`src/rtl/core/hcjs_ram.sv`:
```
`timescale 1ns / 1ps
// ----------------------------------------------------------------------------
// Generic simple dual-port RAM
// One write port and one read port with registered read data.
// ----------------------------------------------------------------------------
module hcjs_ram #(
    parameter int WIDTH = 8,
    parameter int DEPTH = 16
) (
    input  logic                                      aclk,
    input  logic                                      we,
    input  logic [(DEPTH > 1 ? $clog2(DEPTH) : 1)-1:0] waddr,
    input  logic [WIDTH-1:0]                          wdata,
    input  logic [(DEPTH > 1 ? $clog2(DEPTH) : 1)-1:0] raddr,
    output logic [WIDTH-1:0]                          rdata
);

    logic [WIDTH-1:0] mem [DEPTH];
    logic [WIDTH-1:0] rdata_reg;

    always_ff @(posedge aclk) begin
        if (we) begin
            mem[waddr] <= wdata;
        end
        rdata_reg <= mem[raddr];
    end

    assign rdata = rdata_reg;

endmodule

```
`config.mk`:
```
export PLATFORM = sky130hd
export DESIGN_NAME = hcjs_ram
export DESIGN_NICKNAME = d
export VERILOG_FILES = /design/src/rtl/core/hcjs_ram.sv
export SDC_FILE = /design/constraint.sdc
export NUM_CORES = 1
export LEC_CHECK = 0
export ABC_CLOCK_PERIOD_IN_PS = 1800
export BUFFER_PORTS_ARGS = -buffer_cell sky130_fd_sc_hd__buf_2
export CAP_MARGIN = 5
export CORE_MARGIN = 2
export CORE_UTILIZATION = 60
export DETAILED_ROUTE_END_ITERATION = 16
export MAX_ROUTING_LAYER = met4
export PLACE_DENSITY = 0.84
export SLEW_MARGIN = 20
export SYNTH_ARGS = -nofsm -noshare
export SYNTH_HDL_FRONTEND = slang
export SYNTH_SLANG_ARGS = --single-unit
```
`constraint.sdc`:
```
create_clock -name aclk -period 1.8 [get_ports aclk]
set_input_delay 0.09 -clock aclk [delete_from_list [all_inputs] [get_ports aclk]]
set_output_delay 0.09 -clock aclk [all_outputs]
set_load 0.01 [all_outputs]
```
==> Word-level counts from Yosys, hierarchy flattened <==
Memory sizes are Yosys's and may differ from the RTL's. A register that Yosys moved wholly into a read port is not among the register bits.
Index checks and enable logic that the tools add are counted.
{ "classes": {"muxes": 2} }
{ "ops": {"columns": ["cell", "n"], "rows": [
  ["1-bit 2-to-1 mux", 2]
]} }
{ "word_totals": {"regBits": 0, "ramBits": 128, "inputBits": 18, "out_inout_bits": 8, "word_cells": 3, "n_memories": 1} }
{ "mem_list": {"columns": ["name", "words", "word_bits", "rd", "rd_ports_with_merged_regs", "write_ports", "line_no", "text"], "rows": [
  ["mem", 16, 8, 1, 1, 1, "18", "logic [WIDTH-1:0] mem [DEPTH];"]
]} }

==> Depth between registers and ports, before layout <==
Gate-level depths: netlist (run 1).
{ "depth": {"depth_word": 2, "depth_mapped": 5, "depth_no_buf": 3} }

==> Worst setup path before layout (run 1) <==
No wires, ideal clock.
{ "synth_path": {"kind": "in2reg", "from": "input waddr[2] in the netlist's numbering", "to": "memory mem[0][0], enable pin", "setup_ns": 0.383, "arrival_ns": 1.200, "setup_slack_ns": 0.217, "path_stages": 2, "path_buffers": 0, "cell_sequence": "or3b_2 -> nor3_1"} }
{ "synth_rtl": {"columns": ["element", "line_no", "text"], "rows": [
  ["start, declared", "12", "input logic [(DEPTH > 1 ? $clog2(DEPTH) : 1)-1:0] waddr,"],
  ["end, declared", "18", null]
]} }
No word-level cell before the write port.

==> results of run 1 <==
==> placed cells by master (no fill, tap or decap), types with 2 or more instances in the layout <==
master	instances
a22oi_1	16
buf_12	2
buf_2	25
buf_4	18
bufinv_16	3
clkbuf_16	16
clkinv_2	2
clkinv_4	3
clkinvlp_4	4
dfxtp_1	8
dlygate4sd3_1	8
edfxtp_1	128
inv_6	2
mux4_1	14
mux4_2	18
nand2_1	9
nand2b_1	2
nand3b_1	2
nor2_1	13
nor3_1	4
==> power by group through the flow <==
stage	sequential, uW	clock (uW)	combinational [uW]
6_report	3560	3430	355
5_1_grt	3570	3620	378
4_1_cts	3560	3470	354
3_5_place_dp	3630	0	335
3_3_place_gp	3620	0	321
2_1_floorplan	3630	0	180
==> Yosys cell counts <==
master	n
buf_4	1
buf_2	3
edfxtp_1	128
buf_6	3
and2_1	1
nand3_1	1
nand2b_1	2
nor2_1	13
and2b_1	1
a22oi_1	16
dfxtp_1	8
mux4_1	14
nand2_1	9
nor3_1	4
nor2b_1	1
clkdlybuf4s25_2	3
or3b_2	1
mux4_2	18
nand3b_1	2
==> worst paths after layout <==
path | to | slack (ns)
worst max-delay path | rdata[1] | 0.35
worst min-delay path | mem[4][3] | 0.12
worst max register to register | rdata[1] | 0.35
worst min register to register | rdata[3] | 0.68
==> cells by family (layout without fill, tap and decap cells) <==
kind of cell,count (synthesis),count (layout),share of synthesized area (%)
mux,32,32,15.0
flops,136,136,77.8
compound gates,16,16,2.33
buf+inv,10,85,1.68
simple gates,35,35,3.18
==> timing repair <==
| item | CTS | global route |
|---|---|---|
| buffers inserted | 0 | 0 |
| hold buffers | 8 | 0 |
| hold endpoints to repair | 128 | 0 |
| endpoints found under the setup margin | 0 | 0 |
==> final cells by class <==
| type | count | area [um2] | area share [%] |
|---|---|---|---|
| timing repair buffer | 53 | 380 | 6.17 |
| clock inverter | 15 | 178 | 2.88 |
| tap | 105 | 131 | 2.13 |
| sequential | 136 | 4000 | 64.9 |
| clock buffer | 17 | 414 | 6.72 |
| multi-input combinational | 83 | 1060 | 17.2 |
==> metal layers <==
| layer | track usage [%] | up-vias |
|---|---|---|
| met5 | - | - |
| met4 | 9.64 | 0 |
| met3 | 7.23 | 17 |
| met2 | 37.7 | 177 |
| met1 | 33.5 | 1321 |
| li1 | - | 1105 |
==> through the flow <==
step                setup slack [ns]  cells  utilization, %  total power, uW
floorplan                      0.217    229               -             3810
detailed placement             0.200    369            66.5             3960
finish                         0.346    409            74.7             7350
CTS                            0.338    409            74.7             7390
global route                   0.315    409            74.7             7560
global placement               0.296    369            66.5             3940
==> worst reg2reg max path, cell delays in order, from the launching register on <==
cell and delay, ns:
edfxtp_1 0.40, mux4_1 0.58, a22oi_1 0.24, nand2_1 0.12
==> out/results.env, run 1 <==
RESULT_OF_THE_RUN='complete, no violations'
NUMBER_OF_PLACED_I_O_PINS=26
POWER.SHARE.CLOCK_PCT=46.7
DRT-VIAS-PER-INSTANCE=6.41
DETAILEDPLACEMENTHPWL_MM=6.20
CLOCK_TREE.HTREE_LEVEL_COUNT=4
HOLD_VIOL=0
LARGEST_REG_FLOPS=128
TIMING.MAX_SLEW.REL_SLACK_PCT=72.1
POWER.COMBINATIONAL.FRACTION_PCT=4.8
PLACED_CELL_AREA_UM2=5490
LEAKAGE_uW=0.00212
DRT_ITER0_MARKERS=282
SETUP_TNS_NS=0
GRT_SETUP_UNREPAIRED='false'
ANTENNA_CELLS_INSERTED=0
CP-END-KIND='register'
CTS_TREE='yes'
PINT_uW=5810
MAX-CAP-VIOLATIONS=0
FIRST_PASS_ITERS=5
CP_DATA_ARRIVAL_TIME_NS=1.85
IO_BUFFERS=25
CP_NUM_BUF_INV=0
DRCVIOLATIONCOUNT=0
CORE.ROWCOUNT=33
FF2FF_PATH_DEPTH=3
ROUTE.DETAILED.WL_PER_INST_UM=26.5
TIMING.FINAL.MAX_SLEW_VIOLATIONS=0
POSTSYNTHREGISTERBITS=136
POST_ROUTE_CELLS_DRIVE_ABOVE_1_SHARE_PCT=31.3
CLK-INSERTION-DELAY-LATE_NS=0.52
AVG_SYNTHESIZED_CELL_AREA_UM2=22.5
CPPEAKSTAGEDELAY_NS=0.58
MAPPEDNETLISTAREA_UM2=5150
CRIT_PATH_START_KIND='register'
HOLD_CLASS='input pin to register'
PART_OF_THE_CYCLE_THE_WORST_PATH_NEEDS_PCT=80.8
GRT.OVERFLOW.TOTAL=0
AREA_GROWTH_PCT=19.8
WORSTPATHMAXFANOUT=1
MIN_PERIOD_NS=1.45
POSTROUTEWIRELENGTH_MM=10.8
CRIT_CHAIN='mux4_1 -> a22oi_1 -> nand2_1'
FLOORPLAN.DIE.HEIGHT_UM=96.6
ROUTE.LAYER.MET1.WL_MM=4.32
POWER.NET_SWITCHING_uW=1540
CRIT-REG2REG-LAUNCH='mem[6][1]'
TOP_LAYER='met4'
CLOCK_SLEW_SEEN_BY_THE_REGISTERS_OF_THE_WORST_SETUP_AND_HOLD_PATHS_NS=0.06
FINAL_AREA_UM2=6160
TRITONCTS_SINK_COUNT=136
SYNTH_TOP_CELLS_BY_AREA='edfxtp_1, mux4_2, mux4_1'
SYNTH.YOSYS.SEQ_AREA_SHARE_PCT=77.8
GRT_ANTENNA_BEFORE_REPAIR=0
DETAILROUTE.WIRELENGTH.MET3_MM=1.02
PIN_COUNT_OF_THE_BIGGEST_NET_ENTERING_GLOBAL_ROUTING=33
SLEW_AT_THE_PIN_WITH_THE_WORST_MAX_SLEW_SLACK_NS=0.419
FINALHOLDWORSTSLACK_NS=0.122
PLACEABLECOREAREA_UM2=8260
YS_WARN_COUNT=0
NUM-FILL-CELLS=434
SWSHARE_PCT=21.0
POWER_PER_CELL_AREA_nW_PER_UM2=1190
CRITICAL_PATH.STARTPOINT='mem[6][1]'
FIRST_GLOBAL_VIAS=2617
CTS_BUFFER_DEPTH=2
POST-SYNTH-TOP-AREA-CELL='edfxtp_1'
ROUTE.MET2.WL_MM=5.33
NETLIST_INSTANCES=229
LAYOUT.NETS=309
HOLD_PATH_STARTPOINT='waddr[0]'
GRT_PASS1_WL_MM=16.1
TIMING.CLOCK.SKEW_NS=0.00681
WORST-ENDPOINT-REQUIRED_NS=2.19
PWR-SHARE-SEQ_PCT=48.5
CTS_INSERTED_BUFFERS=17
ROUTE.ANTENNA.REMAINING_NETS=0
EFFECTIVE_UTILIZATION_AT_FLOORPLAN_PCT=62.3
SYNTHESIS.NETS=247
DIE_AREA_UM2=9340
PATH_CLASS='register to register'
VIA_COUNT=2620
SYNTHDISTINCTLIBCELLS=19
SETUP-VIOLATIONS-FINAL=0
SYNTH.TOP_CELL.AREA_SHARE_PCT=74.7
GRT_USAGE_PCT=25.2
TIMING.FMAX_GHz=0.688
CRITICAL-PATH-TOP-DELAY-FAMILY='multiplexers'
CTS_RESIZED=0
CP_NUM_CELLS=3
ROOT_BUFFER='clkbuf_8'
WORST_PATH_MAX_DELAY_CELL='mux4_1'
VDD_DROP_MAX_mV=1.00
GP_ROUTABILITY_CONGESTION=0.821
DIE_WIDTH_UM=96.6
MIN_PATH_CELLS=3
Power figures use the tool's default switching activity.
==> inputs of run 2 (changes only) <==
ABC_CLOCK_PERIOD_IN_PS = 1200   (was 1800)
CORE_UTILIZATION = 54   (was 60)
PLACE_DENSITY = 0.8   (was 0.84)
clock period = 1.2 ns   (was 1.8 ns; I/O delays follow)
==> run 2 against run 1 <==
  * The flow now finishes with violations (setup timing)
  * First-iteration DRC count is 8.9% lower
  * Fmax is 13% higher
  * Critical endpoint is now rdata[2]
  * Via count is 1.8% lower
==> out/results.env, run 2 (synthesized netlist as in run 1, its figures left out) <==
TIMING.CLOCK.SKEW_NS=0.00640
CRIT_CHAIN='mux4_2 -> a22oi_2 -> nand2_1'
RESULT_OF_THE_RUN='finished, violations left'
LEAKAGE_uW=0.00215
CTS_TREE='yes'
EFFECTIVE_UTILIZATION_AT_FLOORPLAN_PCT=55.7
CRIT_PATH_START_KIND='register'
PLACEABLECOREAREA_UM2=9240
MAX-CAP-VIOLATIONS=0
DIE_WIDTH_UM=102
USE_MET1_PCT=29.0
SETUP-VIOLATIONS-FINAL=8
HOLD_PATH_STARTPOINT='waddr[1]'
PLACED_CELL_AREA_UM2=5640
POSTROUTEWIRELENGTH_MM=9.91
MIN_PATH_CELLS=3
IO_BUFFERS=25
FINAL_AREA_UM2=6310
PATH_CLASS='register to register'
PRE_CTS_SLACK_NS=-0.351
CRIT-REG2REG-LAUNCH='mem[0][2]'
FIRST_PASS_ITERS=5
ANTENNA_CELLS_INSERTED=0
CP_DATA_ARRIVAL_TIME_NS=1.68
WORSTPATHMAXFANOUT=1
CP_NUM_BUF_INV=0
ROOT_BUFFER='clkbuf_8'
CORE.ROWCOUNT=35
CTS_INSERTED_BUFFERS=17
DIE_AREA_UM2=10300
WORST-ENDPOINT-REQUIRED_NS=1.59
GP_ROUTABILITY_CONGESTION=0.770
PART_OF_THE_CYCLE_THE_WORST_PATH_NEEDS_PCT=108
FF2FF_PATH_DEPTH=3
VDD_DROP_MAX_mV=0.864
CLK-INSERTION-DELAY-LATE_NS=0.51
GRT.OVERFLOW.TOTAL=0
ROUTE.ANTENNA.REMAINING_NETS=0
ROUTE.DETAILED.WL_PER_INST_UM=22.4
HOLD_CLASS='input pin to register'
CLOCK_TREE.HTREE_LEVEL_COUNT=4
MIN_PERIOD_NS=1.29
GRT_SETUP_UNREPAIRED='true'
POWER_PER_CELL_AREA_nW_PER_UM2=1760
POST-LAYOUT-TOTAL-POWER_uW=11100
LAYOUT.NETS=319
DRCVIOLATIONCOUNT=0
FAILED_CHECKS='setup timing'
CRITICAL_PATH.STARTPOINT='mem[0][2]'
POST_ROUTE_CELLS_DRIVE_ABOVE_1_SHARE_PCT=40.8
MULTI_INPUT_COMB_AREA_UM2=1060
CP_NUM_CELLS=3
GRT_USAGE_PCT=21.7
FIRST_GLOBAL_VIAS=2591
MET3_USAGE_PCT=4.90
PIN_COUNT_OF_THE_BIGGEST_NET_ENTERING_GLOBAL_ROUTING=20
TIMING.FINAL.MAX_SLEW_VIOLATIONS=0
TIMING.FMAX_GHz=0.774
LAYOUT.CELLS.MOST_COMMON_LIST='edfxtp_1, mux4_2, buf_4, buf_2, clkbuf_16'
WORST_PATH_MAX_DELAY_CELL='mux4_2'
CLOCK_SLEW_SEEN_BY_THE_REGISTERS_OF_THE_WORST_SETUP_AND_HOLD_PATHS_NS=0.06
HOLD_VIOL=0
SEQUENTIAL_CELL_AREA_UM2=4000
MOSTFREQUENTLAYOUTCELL='edfxtp_1'
AREA_GROWTH_PCT=22.6
VIA_COUNT=2572
DETAILEDPLACEMENTHPWL_MM=6.12
TIMING.FINAL.WS_SETUP_NS=-0.0925
DRT_ITER0_MARKERS=257
GRTUSAGEMET2_PCT=32.3
CPPEAKSTAGEDELAY_NS=0.49
GRT_PASS1_WL_MM=15.1
TIMING.MAX_SLEW.REL_SLACK_PCT=44.7
DRT-VIAS-PER-INSTANCE=5.81
NUMBER_OF_PLACED_I_O_PINS=26
POSTLAYOUTCOREUTIL_PCT=68.3
SLEW_AT_THE_PIN_WITH_THE_WORST_MAX_SLEW_SLACK_NS=0.827
CTS_BUFFER_DEPTH=2
CRITICAL-PATH-TOP-DELAY-FAMILY='multiplexers'
LARGEST_REG_FLOPS=128
FLOORPLAN.DIE.HEIGHT_UM=102
CP-END-KIND='register'
TRITONCTS_SINK_COUNT=136
NUM-FILL-CELLS=550
MOST_USED_LAYER_GLOBAL_ROUTE='met2'
CTS_SETUP_BUFFERS=0
GRT_ANTENNA_BEFORE_REPAIR=0
[run 2: cell types whose count changed in the layout (fill, tap and decap cells not counted), sizes merged]
cell	before	now
clkinvlp	4	1
clkbuf	17	19
clkinv	6	8
bufinv	3	4
buf	45	55
inv	2	0
[run 2: cell type report]
cell class	instances	area share, %
Sequential cell	136	63.5
Clock buffer	19	6.68
Tap cell	129	2.56
Clock inverter	13	2.84
Timing Repair Buffer	63	7.61
Multi-Input combinational cell	83	16.9
[run 2: worst paths after layout]
check	to	slack, ns
worst min-delay path	mem[4][5]	0.12
worst max register to register	rdata[2]	-0.09
worst max-delay path	rdata[2]	-0.09
worst min register to register	rdata[6]	0.69
[run 2: where the power goes]
group,total [uW],internal [uW],switching [uW]
clock network,5210,3360,1850
logic,582,273,309
registers,5350,5310,34.8
total,11100,8950,2190
[run 2: metal layers]
metal	wire, um	part of all wire, %	vias up
li1	-	-	1104
met3	722	7.3	21
met5	0	0	-
met1	4020	41	1315
met4	258	2.6	0
met2	4910	50	132
[run 2: per-stage QoR]
step	std cells	setup TNS (ns)	hold WS (ns)
floorplan	229	-3.90	0.159
global placement	403	-5.38	0.445
detailed placement	403	-6.33	0.456
CTS	443	-0.542	0.0911
global route	443	-0.804	0.116
finish	443	-0.441	0.119
[run 2: what timing repair did]
item,CTS,global route
setup endpoints to repair,8,8
pin swaps,8,2
gates resized for setup,18,3
hold buffers,8,0
endpoints found under the hold margin,128,0
[run 2: tightest hold or removal path: stages]
cell    delay, ns
buf_2        0.17
nor3_2       0.08
buf_4        0.15
==> inputs of run 3 (changes only) <==
TNS_END_PERCENT = 20   (was not set)
==> run 3 against run 2 <==
  * The run still ends with setup timing left
  * Clock-buffer cell count shrank 1
  * Clock skew about the same
  * Register-to-register slack lost 0.03 ns
  * Routed wire length up 3.1%
  * Critical path type unchanged
  * Critical endpoint is now rdata[0]
  * Largest cell class unchanged
  * Largest power group is now clock
==> out/results.env, run 3 (synthesized netlist as in run 1, its figures left out) <==
PIN_COUNT_OF_THE_BIGGEST_NET_ENTERING_GLOBAL_ROUTING=17
CTS_TREE='yes'
PART_OF_THE_CYCLE_THE_WORST_PATH_NEEDS_PCT=110
WORSTPATHMAXFANOUT=1
FIRST_GLOBAL_VIAS=2677
CORE.ROWCOUNT=35
CTS_INSERTED_BUFFERS=17
SEQUENTIAL_CELL_AREA_UM2=4000
GRT_PASS1_WL_MM=15.7
IO_BUFFERS=25
GRT_SETUP_UNREPAIRED='true'
TIMING.MAX_SLEW.REL_SLACK_PCT=38.4
SETUP-VIOLATIONS-FINAL=8
LAYOUT.NETS=321
SETUP_TNS_NS=-0.554
GRT.OVERFLOW.TOTAL=0
CTS_BUFFER_DEPTH=2
PLACEABLECOREAREA_UM2=9240
ROOT_BUFFER='clkbuf_8'
PATH_CLASS='register to register'
DRCVIOLATIONCOUNT=0
FAILED_CHECKS='setup timing'
HOLD_VIOL=0
TIMING.CLOCK.SKEW_NS=0.00632
ANTENNA_CELLS_INSERTED=0
CLOCK_SLEW_SEEN_BY_THE_REGISTERS_OF_THE_WORST_SETUP_AND_HOLD_PATHS_NS=0.06
RESULT_OF_THE_RUN='finished, violations left'
TIMING.FINAL.WS_SETUP_NS=-0.120
DETAILEDPLACEMENTHPWL_MM=6.11
CP_DATA_ARRIVAL_TIME_NS=1.72
MIN_PERIOD_NS=1.32
LEAKAGE_uW=0.00218
POST_ROUTE_CELLS_DRIVE_ABOVE_1_SHARE_PCT=38.9
HOLD_CLASS='input pin to register'
TIMING.FINAL.MAX_SLEW_VIOLATIONS=0
LARGEST_REG_FLOPS=128
NUM-FILL-CELLS=546
VIA_COUNT=2531
ROUTE.ANTENNA.REMAINING_NETS=0
EFFECTIVE_UTILIZATION_AT_FLOORPLAN_PCT=55.7
CLK-INSERTION-DELAY-LATE_NS=0.51
ROUTE.DETAILED.WL_PER_INST_UM=23.0
CRIT_PATH_START_KIND='register'
FIRST_PASS_ITERS=5
CP-END-KIND='register'
DRT_ITER0_MARKERS=191
CLOCK_TREE.HTREE_LEVEL_COUNT=4
POSTLAYOUTCOREUTIL_PCT=69.1
MULTI_INPUT_COMB_AREA_UM2=1060
LAYOUT.CELLS.MOST_COMMON_LIST='edfxtp_1, mux4_2, buf_4, buf_2, clkbuf_16'
SLEW_AT_THE_PIN_WITH_THE_WORST_MAX_SLEW_SLACK_NS=0.921
POWER_PER_CELL_AREA_nW_PER_UM2=1810
GP_ROUTABILITY_CONGESTION=0.737
WORST-ENDPOINT-REQUIRED_NS=1.60
MOSTFREQUENTLAYOUTCELL='edfxtp_1'
MAX-CAP-VIOLATIONS=0
PLACED_CELL_AREA_UM2=5660
DIE_AREA_UM2=10300
VDD_DROP_MAX_mV=1.14
TIMING.FMAX_GHz=0.757
AREA_GROWTH_PCT=24.0
DRT-VIAS-PER-INSTANCE=5.69
WORST-R2R-SETUP-SLACK_NS=-0.12
DIE_WIDTH_UM=102
FINAL_AREA_UM2=6380
GRT_USAGE_PCT=23.1
GRT_ANTENNA_BEFORE_REPAIR=0
POSTROUTEWIRELENGTH_MM=10.2
NUMBER_OF_PLACED_I_O_PINS=26
FLOORPLAN.DIE.HEIGHT_UM=102
TRITONCTS_SINK_COUNT=136
-- run 3: stage by stage --
step                      cells  power, uW  setup slack, ns  hold slack, ns
after CTS                   445      11600           -0.142           0.100
after global placement      405       5970           -0.339           0.444
after floorplan             229       5720           -0.126           0.159
final                       445      11600           -0.120           0.114
after detailed placement    405       5990           -0.333           0.455
after global routing        445      11900           -0.160           0.119
-- run 3: layer usage --
metal / GRT usage, % / part of all wire, % / up-vias
li1: - / - / 1112
met1: 30.1 / 41 / 1317
met2: 35.2 / 51 / 93
met3: 6.90 / 6.4 / 9
met4: 7.69 / 1.2 / 0
met5: - / 0 / -
-- run 3: worst max-delay path, cell delays in order (launching register included) --
cell and delay, ns:
edfxtp_1 0.36, mux4_2 0.50, a22oi_2 0.17, buf_4 0.15, nand2_2 0.04
-- run 3: cell type report --
type,instances,area share (%)
Timing Repair Buffer,65,7.96
Clock buffer,18,6.55
Clock inverter,14,3.59
Sequential cell,136,62.7
Multi-Input combinational cell,83,16.6
Tap cell,129,2.53
-- run 3: worst paths after layout --
kind | start | to | depth (start not counted)
min reg2reg | mem[12][3] | rdata[3] | 3
max | mem[11][0] | rdata[0] | 4
min | waddr[0] | mem[0][7] | 3
max reg2reg | mem[11][0] | rdata[0] | 4
-- run 3: timing repair --
item / 4_1_cts / 5_1_grt
gates resized for setup: 15 / 3
endpoints found under the hold margin: 128 / 0
cloned: 0 / 0
hold buffers: 8 / 0
setup buffers: 0 / 0
pin swaps: 7 / 1
endpoints found under the setup margin: 8 / 8
-- run 3: report_power, final --
part | leakage (uW) | internal, uW | switching (uW)
clock | 0.000307 | 3770 | 1860
combinational | 0.000652 | 284 | 311
sequential | 0.00122 | 5310 | 36.5
